==> src/pidt_pkg.sv <==
// ----------------------------------------------------------------------------
// pidt_pkg: shared types and constants of the positional insert/delete table
// Holds the payload widths, the operation codes and the command word that
// is broadcast from the control logic to every cell of the table.
// ----------------------------------------------------------------------------
package pidt_pkg;

   localparam int POS_W  = 8;
   localparam int DATA_W = 32;
   localparam int OP_W   = 3;
   localparam int LEN_OUT_W = 8;

   typedef enum logic [OP_W-1:0] {
      OP_SET_LENGTH = 3'd0,
      OP_READ       = 3'd1,
      OP_INSERT     = 3'd2,
      OP_EDIT       = 3'd3,
      OP_DELETE     = 3'd4
   } pidt_op_type;

   // Command broadcast to all cells; enables are already qualified
   typedef struct packed {
      logic                     ins;
      logic                     del;
      logic                     edit;
      logic [POS_W-1:0]         pos;
      logic signed [DATA_W-1:0] value;
   } pidt_cmd_type;

endpackage

==> src/pidt_cell.sv <==
// ----------------------------------------------------------------------------
// pidt_cell: one entry of the table
// Holds one entry and picks its next value from the broadcast command, the
// left neighbor (shift up on insert) or the right neighbor (shift down on
// delete).
// ----------------------------------------------------------------------------
module pidt_cell import pidt_pkg::*; #(
   parameter int INDEX = 0,
   parameter int LEN_W = 8
) (
   input  logic                     clock,
   input  pidt_cmd_type             cmd,
   input  logic [LEN_W-1:0]         length,
   input  logic signed [DATA_W-1:0] left_entry,
   input  logic signed [DATA_W-1:0] right_entry,
   output logic signed [DATA_W-1:0] entry
);

   localparam int CMP_W = (LEN_W > POS_W) ? LEN_W : POS_W;
   localparam logic [CMP_W-1:0] MY_IDX  = CMP_W'(INDEX);
   localparam logic [CMP_W-1:0] MY_NEXT = CMP_W'(INDEX + 1);

   logic signed [DATA_W-1:0] entry_ff;
   logic signed [DATA_W-1:0] entry_in;
   logic [CMP_W-1:0]         pos_c;
   logic [CMP_W-1:0]         len_c;

   assign pos_c = CMP_W'(cmd.pos);
   assign len_c = CMP_W'(length);

   // Select next entry: write at the position, shift inside the live range
   always_comb begin
      entry_in = entry_ff;
      if ((cmd.edit || cmd.ins) && MY_IDX == pos_c) begin
         entry_in = cmd.value;
      end else if (cmd.ins && MY_IDX > pos_c && MY_IDX <= len_c) begin
         entry_in = left_entry;
      end else if (cmd.del && MY_IDX >= pos_c && MY_NEXT < len_c) begin
         entry_in = right_entry;
      end
   end

   always_ff @(posedge clock) begin
      entry_ff <= entry_in;
   end

   assign entry = entry_ff;

endmodule
==> config.mk <==
export PLATFORM = sky130hd
export DESIGN_NAME = pidt_cell
export DESIGN_NICKNAME = d
export VERILOG_FILES = /design/src/pidt_pkg.sv /design/src/pidt_cell.sv
export SDC_FILE = /design/constraint.sdc
export NUM_CORES = 1
export LEC_CHECK = 0
export BUFFER_PORTS_ARGS = -buffer_cell sky130_fd_sc_hd__buf_2
export CAP_MARGIN = 40
export CORE_ASPECT_RATIO = 0.9
export CORE_UTILIZATION = 40
export CTS_BUF_LIST = sky130_fd_sc_hd__clkbuf_8
export CTS_CLUSTER_SIZE = 40
export DETAILED_ROUTE_END_ITERATION = 16
export HOLD_SLACK_MARGIN = 0.02
export PLACE_DENSITY = 0.9
export SLEW_MARGIN = 20
export SYNTH_ARGS = -nofsm -noshare
export SYNTH_HDL_FRONTEND = slang
export SYNTH_SLANG_ARGS = --single-unit
==> constraint.sdc <==
create_clock -name clock -period 7.35 [get_ports clock]
set_input_delay 1.1025 -clock clock [delete_from_list [all_inputs] [get_ports clock]]
set_output_delay 1.1025 -clock clock [all_outputs]
set_load 0.02 [all_outputs]
* Word-level counts from Yosys, hierarchy flattened *
Cells that the tools add are included.

storage, ports and cells
  register bits = 32
  output and inout bits = 32
  logic and storage cells = 16

cells by class
  $lt $le $gt $ge = 4
  muxes and demuxes = 3
  reductions and logical operators = 8

operators with widths
  operator              number
  $mux W32              3
  $ge A1 B8 Y1 const A  1
  $gt A1 B8 Y1 const A  1
  $le A1 B8 Y1 const A  1
  $logic_not A8 Y1      1
  $lt A1 B8 Y1 const A  1
  $logic_and A1 B1 Y1   5
  $reduce_bool A3 Y1    1
  $logic_or A1 B1 Y1    1

* Longest topological paths before layout *
Gate-level depths: netlist (run 1).

  depth after elaboration = 6
  gate-level depth with buffers = 4

* Least setup slack after synthesis (run 1) *
No wires, ideal clock.

  path kind = input port to flip-flop
  start point = input port cmd[35] in the netlist's numbering
  end point = register entry_ff[0] (netlist: entry[0]), enable pin
  library setup time = 0.432 ns
  data arrival time = 3.103 ns
  required time = 6.918 ns
  path slack = 3.815 ns
  stages = 3
  cells stage by stage = nor4_2 nand2_1 a21oi_1

between the ends
  cells in the longest elaborated chain, start to end = 4
  elaborated cells on any way between the ends = 9
  classes of those cells = order compare: 2; reduce/logical: 7

ends and longest elaborated chain
  element                                               RTL line                          source
  from (decl)                                           pidt_cell.sv:12                   input pidt_cmd_type cmd,
  $gt A1 B8 Y1 or $ge A1 B8 Y1 (tied branches)          pidt_cell.sv:36, pidt_cell.sv:38
  $logic_and A1 B1 Y1 (on tied branches) (2 in series)  pidt_cell.sv:36, pidt_cell.sv:38
  $reduce_bool A3 Y1 (no source line) (*)               --
  to (signal assigned)                                  pidt_cell.sv:44                   entry_ff <= entry_in;
  to (decl)                                             pidt_cell.sv:23                   logic signed [DATA_W-1:0] entry_ff;

Mark *: on every way between the ends. The rest lies on a longest branch, timed or not.
A chain may end at the register's enable or synchronous reset.

* Worst setup path after layout (run 1) *
  start point = input port length[5]
  end point = register entry_ff[18] (netlist: entry[18]), enable pin

between the ends
  cells in the longest elaborated chain, start to end = 3
  elaborated cells on any way between the ends = 5
  classes of those cells = order compare: 2; reduce/logical: 3

ends and longest elaborated chain
  element                                       RTL line                          source
  from (decl)                                   pidt_cell.sv:13                   input logic [LEN_W-1:0] length,
  $le A1 B8 Y1 or $lt A1 B8 Y1 (tied branches)  pidt_cell.sv:36, pidt_cell.sv:38
  $logic_and A1 B1 Y1 (on tied branches)        pidt_cell.sv:36, pidt_cell.sv:38
  $reduce_bool A3 Y1 (no source line) (*)       --

Marked as above.

==> impl_metrics.csv, run 1 <==
group,metric,value,unit
critical_path,worst_setup_path_start_kind,"input pin",
timing,setup_viol,0,
synth,syn_nets,191,
critical_path,crit_slowest_cell,"or4_1",
synth,yosysTopAreaCell,"edfxtp_1",
critical_path,crit_family,"compound AO/OA/AOI/OAI gates",
finish,largest_reg_flops,32,
timing,worst_slack,4.71,ns
timing,maxSlewHeadroom,0.631,
cts,hold_buffers,0,
drt,via_per_inst,4.60,
finish,num_antenna_cells,0,
synth,synth_top_area_share,0.627,
grt,grt_max_degree,21,
synth,synth_seq_cells,32,
critical_path,crit_chain,"buf_2, or4_1, o41ai_1, a21oi_4, buf_8",
drt,antenna_left,0,
die,fp-row-count,20,
cts,post_cts_buffers,0,
timing,hold_viol_final,0,
finish,fin_util,0.645,
timing,worst_slew_pin_slew,0.546,ns
grt,grt_util_all_layers,0.158,
die,initial_utilization,0.434,
cts,clkTransAtPathRegs,0.06,ns
synth,yosysMostFrequentCell,"edfxtp_1",
synth,syn_area,1530,sq um
grt,grt_pass1_wl,4430,microns
cts,cts_buffers,5,
critical_path,cp.required,7.38,ns
die,ios,148,
die,die_w,67.3,microns
critical_path,max_stage_delay,0.51,ns
cts,cts_tree,"yes",
synth,synth_edf_count,32,
synth,yosys_warnings,0,
pwr,power.density,175,nW/um^2
pwr,ir_drop,0.113,mV
drt,drc,0,
cts,cts_resized,0,
grt,first_global_vias,1047,
die,core-area,3530,sq um
cts,cts-root-buf,"clkbuf_8",
cts,clock-sinks,32,
run_status,outcome,"complete, no violations",
synth,ys_seq_area_frac,0.627,
place,pre_cts_ws,4.38,ns
die,die_area,4080,sq um
critical_path,path_depth,5,
hold_path,min_path_type,"input pin to flop",
grt,grt_overflow,0,
synth,synth_common_cells,"32 x edfxtp_1, 30 x mux2_4, 3 x buf_6",
critical_path,worst-setup-path-type,"input pin to flop",
grt,antenna_found_initial,0,
pwr,seqPwrFrac,0.505,
drt,vias,1103,
drt,routed_wl,3200,microns
synth,synthTopCellsByArea,"edfxtp_1 63%, mux2_4 29%, buf_6 2.2%",
cts,clockBufferDepth,2,
synth,avgSynthCellArea,20.4,sq um
finish,nets,311,
pwr,power_frac_clock,0.396,
drt,top_layer,"met4",
finish,layout.cells.non_filler,240,
drt,wl_per_cell,13.3,microns
synth,async_reset_ff_frac,0,
drt,dr_wl_met2,1610,microns
synth,syn_inst,75,
pwr,leakagePower,1.12,nW
cts,cts_htree_levels,2,
hold_path,holdPathEnd,"entry[31]",
finish,areaGrowthSynthToFinish,48.6,%
synth,synthFlopType,"edfxtp_1",
drt,route.met3.wl,271,microns
place,dp_cells,232,
place,place_congestion,0.780,
timing,fmax,379,MHz
place,io_buffer_count,114,
critical_path,arrival,2.67,ns
synth,ys_types,11,
pwr,swShare,0.178,
flow_run,max_cap_violations,0,
timing,rsz0062_at_grt,"false",
die,die_height,60.7,microns
timing,slew_viol_final,0,
pwr,internal_power,0.000328,W
pwr,combPwrFrac,0.098,
pwr,switchingPower,0.0000708,W
drt,first_pass_iters,3,
timing,min_period,2.64,ns
critical_path,path_buf_inv,2,
hold_path,worstHoldPathCells,2,
hold_path,hp-start,"cmd[31]",
critical_path,path_max_fanout,17,
drt,wl_met1,1240,microns
finish,drive_above_1_share,0.806,
timing,finalSetupTns,0,ns
critical_path,endpoint_kind,"flop",
drt,drt_iter0_markers,40,
timing,period_share,0.359,
-- worst max path at each step --
stage | slack, ns | start | endpoint
2_1_floorplan | 3.82 | cmd[35] | entry[0]
3_3_place_gp | 4.06 | cmd[39] | entry[22]
3_5_place_dp | 4.38 | length[5] | entry[23]
4_1_cts | 4.67 | length[5] | entry[5]
5_1_grt | 4.62 | length[5] | entry[0]
6_report | 4.71 | length[5] | entry[18]
-- cells by family after synthesis --
group	Yosys count	synth area share
AO/OA/AOI/OAI	2	0.00898
buffers and inverters	3	0.0220
flip-flops	32	0.627
multiplexers	32	0.309
AND/OR/NAND/NOR	6	0.0335
-- power groups by stage --
stage	combinational (W)	clock, W	sequential, W
finish	0.0000393	0.000158	0.000201
global route	0.0000427	0.000170	0.000201
CTS	0.0000399	0.000162	0.000201
detailed placement	0.0000397	0	0.000205
global placement	0.0000383	0	0.000205
floorplan	0.0000146	0	0.000206
-- through the flow --
| step | instance area [sq um] | power, W | hold slack [ns] |
|---|---|---|---|
| after floorplan | 1530 | 0.000221 | 1.32 |
| after global placement | 2140 | 0.000244 | 1.40 |
| after detailed placement | 2170 | 0.000245 | 1.41 |
| after CTS | 2280 | 0.000404 | 1.12 |
| after global routing | 2280 | 0.000414 | 1.11 |
| final | 2280 | 0.000399 | 1.13 |
-- routing by layer --
layer / up-vias / track usage
met3: 7 / 0.0489
met2: 70 / 0.301
met5: - / 0
li1: 536 / -
met4: 0 / 0.0851
met1: 490 / 0.151
-- cell usage in the layout, fill, tap and decap left out, drive strengths merged --
master,instances
o41ai,1
or4,1
bufinv,1
mux2,32
clkbuf,5
nand3b,1
a21oi,1
edfxtp,32
nor4,2
nor2,1
clkinv,2
nand2,1
buf,116
-- layout make-up --
type                            instances  area (sq um)
Tap cell                               44          55.1
Sequential cell                        32           961
Timing Repair Buffer                  116           606
Clock buffer                            5          68.8
Fill cell                             267          1250
Clock inverter                          3          37.5
Multi-Input combinational cell         40           549
(Power assumes the default switching activity.)
==> run 2, diff against run 1 <==
--- a/config.mk
+++ b/config.mk
@@ -5,15 +5,16 @@
 export SDC_FILE = /design/constraint.sdc
 export NUM_CORES = 1
 export LEC_CHECK = 0
+export ABC_AREA = 1
 export BUFFER_PORTS_ARGS = -buffer_cell sky130_fd_sc_hd__buf_2
 export CAP_MARGIN = 40
 export CORE_ASPECT_RATIO = 0.9
-export CORE_UTILIZATION = 40
+export CORE_UTILIZATION = 37
 export CTS_BUF_LIST = sky130_fd_sc_hd__clkbuf_8
 export CTS_CLUSTER_SIZE = 40
 export DETAILED_ROUTE_END_ITERATION = 16
 export HOLD_SLACK_MARGIN = 0.02
-export PLACE_DENSITY = 0.9
+export PLACE_DENSITY = 0.84
 export SLEW_MARGIN = 20
 export SYNTH_ARGS = -nofsm -noshare
 export SYNTH_HDL_FRONTEND = slang
==> constraint.sdc (replaced) <==
create_clock -name clock -period 2.55 [get_ports clock]
set_input_delay 0.3825 -clock clock [delete_from_list [all_inputs] [get_ports clock]]
set_output_delay 0.3825 -clock clock [all_outputs]
set_load 0.02 [all_outputs]
==> run 2 against run 1 <==
  * Setup slack lost 3.9 ns
  * Cell area shrank 3.2%
  * Total power grew to 2.6 times the previous value
  * Largest cell class unchanged
  * Clock power grew 120%
  * Largest power group unchanged
  * First-iteration DRC count grew 88%
  * Sequential power grew to 2.9 times the previous value
  * Routed wire length grew 9.3%
  * Critical path depth grew 2
  * Sequential share of layout area grew 1.4 points
==> impl_metrics.csv, run 2 <==
group,metric,value,unit
pwr,seqPwrFrac,0.563,
drt,drc,0,
cts,cts_tree,"yes",
grt,grt_max_degree,34,
drt,routed_wl,3490,microns
finish,layout_commonest_cell,"buf_2",
critical_path,crit_slowest_cell,"nor2_8",
synth,synth_top_area_share,0.622,
synth,yosysTopAreaCell,"edfxtp_1",
pwr,internal_power,0.000822,W
critical_path,critPathCapture,"entry[13]",
cts,cts-root-buf,"clkbuf_8",
cts,clockBufferDepth,2,
place,io_buffer_count,114,
timing,rsz0062_at_grt,"false",
run_status,outcome,"complete, no violations",
synth,synth_edf_count,32,
synth,async_reset_ff_frac,0,
drt,drt_iter0_markers,75,
synth,syn_nets,274,
pwr,switchingPower,0.000212,W
die,die_area,4440,sq um
synth,synth_common_cells,"69 x nand2_1, 33 x nand3_1, 32 x edfxtp_1",
pwr,finalPower,0.00103,W
timing,slew_viol_final,0,
critical_path,path_max_fanout,33,
synth,synthFlopType,"edfxtp_1",
pwr,power.density,469,nW/um^2
synth,synth_seq_cells,32,
critical_path,arrival,1.66,ns
drt,wl_met1,1410,microns
timing,period_share,0.669,
cts,cts_resized,0,
synth,ys_seq_area_frac,0.622,
critical_path,crit_path_start,"cmd[39]",
drt,first_pass_iters,6,
place,hpwl,2680,microns
critical_path,endpoint_kind,"flop",
cts,cts_buffers,5,
grt,first_global_vias,1418,
die,die_w,70.1,microns
pwr,swShare,0.205,
critical_path,worst_setup_path_start_kind,"input pin",
place,place_congestion,0.693,
critical_path,worst-setup-path-type,"input pin to flop",
drt,via_per_inst,4.59,
critical_path,cp.required,2.51,ns
pwr,power_frac_clock,0.334,
finish,largest_reg_flops,32,
cts,clkTransAtPathRegs,0.06,ns
drt,antenna_left,0,
die,initial_utilization,0.400,
synth,yosysMostFrequentCell,"nand2_1",
hold_path,min_path_type,"input pin to flop",
critical_path,max_stage_delay,0.26,ns
synth,ys_types,13,
grt,grt_util_all_layers,0.176,
grt,grt_pass1_wl,6110,microns
drt,vias,1465,
synth,syn_inst,158,
drt,wl_per_cell,11.0,microns
drt,top_layer,"met4",
timing,finalSetupTns,0,ns
drt,route.met3.wl,252,microns
finish,nets,389,
synth,synthTopCellsByArea,"edfxtp_1 62%, nand2_1 17%, nand3_1 11%",
timing,setup_viol,0,
die,core-area,3860,sq um
synth,yosys_warnings,0,
finish,mostFrequentLayoutCells,"114 x buf_2, 69 x nand2_1, 33 x nand3_1",
critical_path,crit_chain,"buf_2, nor2_1, nand2_2, nor2_8, nand2_4, nand2_1, buf_4",
pwr,combPwrFrac,0.102,
grt,antenna_found_initial,0,
timing,maxSlewHeadroom,0.774,
die,ios,148,
flow_run,max_cap_violations,0,
timing,fmax,586,MHz
finish,fillers,356,
synth,syn_area,1540,sq um
finish,num_antenna_cells,0,
die,die_height,63.3,microns
cts,post_cts_buffers,0,
synth,avgSynthCellArea,9.77,sq um
pwr,ir_drop,0.231,mV
timing,min_period,1.71,ns
timing,worst_slew_pin_slew,0.338,ns
cts,cts_htree_levels,2,
pwr,leakagePower,1.15,nW
die,fp-row-count,21,
grt,grt_overflow,0,
timing,hold_viol_final,0,
finish,drive_above_1_share,0.465,
cts,hold_buffers,0,
cts,clock-sinks,32,
finish,areaGrowthSynthToFinish,42.7,%
drt,dr_wl_met2,1810,microns
run 2: worst min-delay path by stage:
stage | startpoint | end | slack, ns | depth (start not counted)
detailed placement | right_entry[5] | entry[5] | 0.65 | 3
CTS | right_entry[5] | entry[5] | 0.36 | 3
floorplan | right_entry[0] | entry[0] | 0.56 | 2
global placement | right_entry[4] | entry[4] | 0.65 | 3
finish | right_entry[5] | entry[5] | 0.37 | 3
global route | right_entry[30] | entry[30] | 0.37 | 3
run 2: power groups by stage:
| stage | clock [W] | combinational, W | sequential (W) |
|---|---|---|---|
| 6_report | 0.000345 | 0.000106 | 0.000582 |
| 5_1_grt | 0.000386 | 0.000122 | 0.000582 |
| 4_1_cts | 0.000360 | 0.000107 | 0.000582 |
| 3_5_place_dp | 0 | 0.000107 | 0.000593 |
| 3_3_place_gp | 0 | 0.000104 | 0.000593 |
| 2_1_floorplan | 0 | 0.0000359 | 0.000597 |
run 2: worst max-delay path: cells and delay by family:
family / cells / cell delay, ns
and+or+nand+nor: 5 / 0.90
buffers and inverters: 2 / 0.36
run 2: per-stage QoR:
step	instance area [sq um]	setup WS [ns]	utilization	hold WS (ns)	cells
3_5_place_dp	2130	0.524	0.550	0.649	312
3_3_place_gp	2130	0.563	0.550	0.646	312
6_report	2200	0.844	0.570	0.368	319
5_1_grt	2200	0.683	0.570	0.368	319
2_1_floorplan	1540	0.493	-	0.561	158
4_1_cts	2200	0.818	0.570	0.358	319
run 2: cells by family (layout without fill, tap and decap cells):
kind of cell | after synthesis | after routing | share of synthesized area
flops | 32 | 32 | 0.622
buf+inv | 14 | 129 | 0.0592
simple gates | 112 | 112 | 0.318
run 2: final cells by class:
cell class,instances,area (sq um),area share
Timing Repair Buffer,118,601,0.273
Clock inverter,2,8.76,0.00398
Sequential cell,32,961,0.436
Multi-Input combinational cell,112,492,0.223
Inverter,4,15.0,0.00681
Clock buffer,5,68.8,0.0312
Tap cell,46,57.6,0.0261
run 2: metal layers:
metal / vias up / track usage
met4: 0 / 0.0525
met1: 646 / 0.187
li1: 754 / -
met5: - / 0
met3: 4 / 0.0672
met2: 61 / 0.322
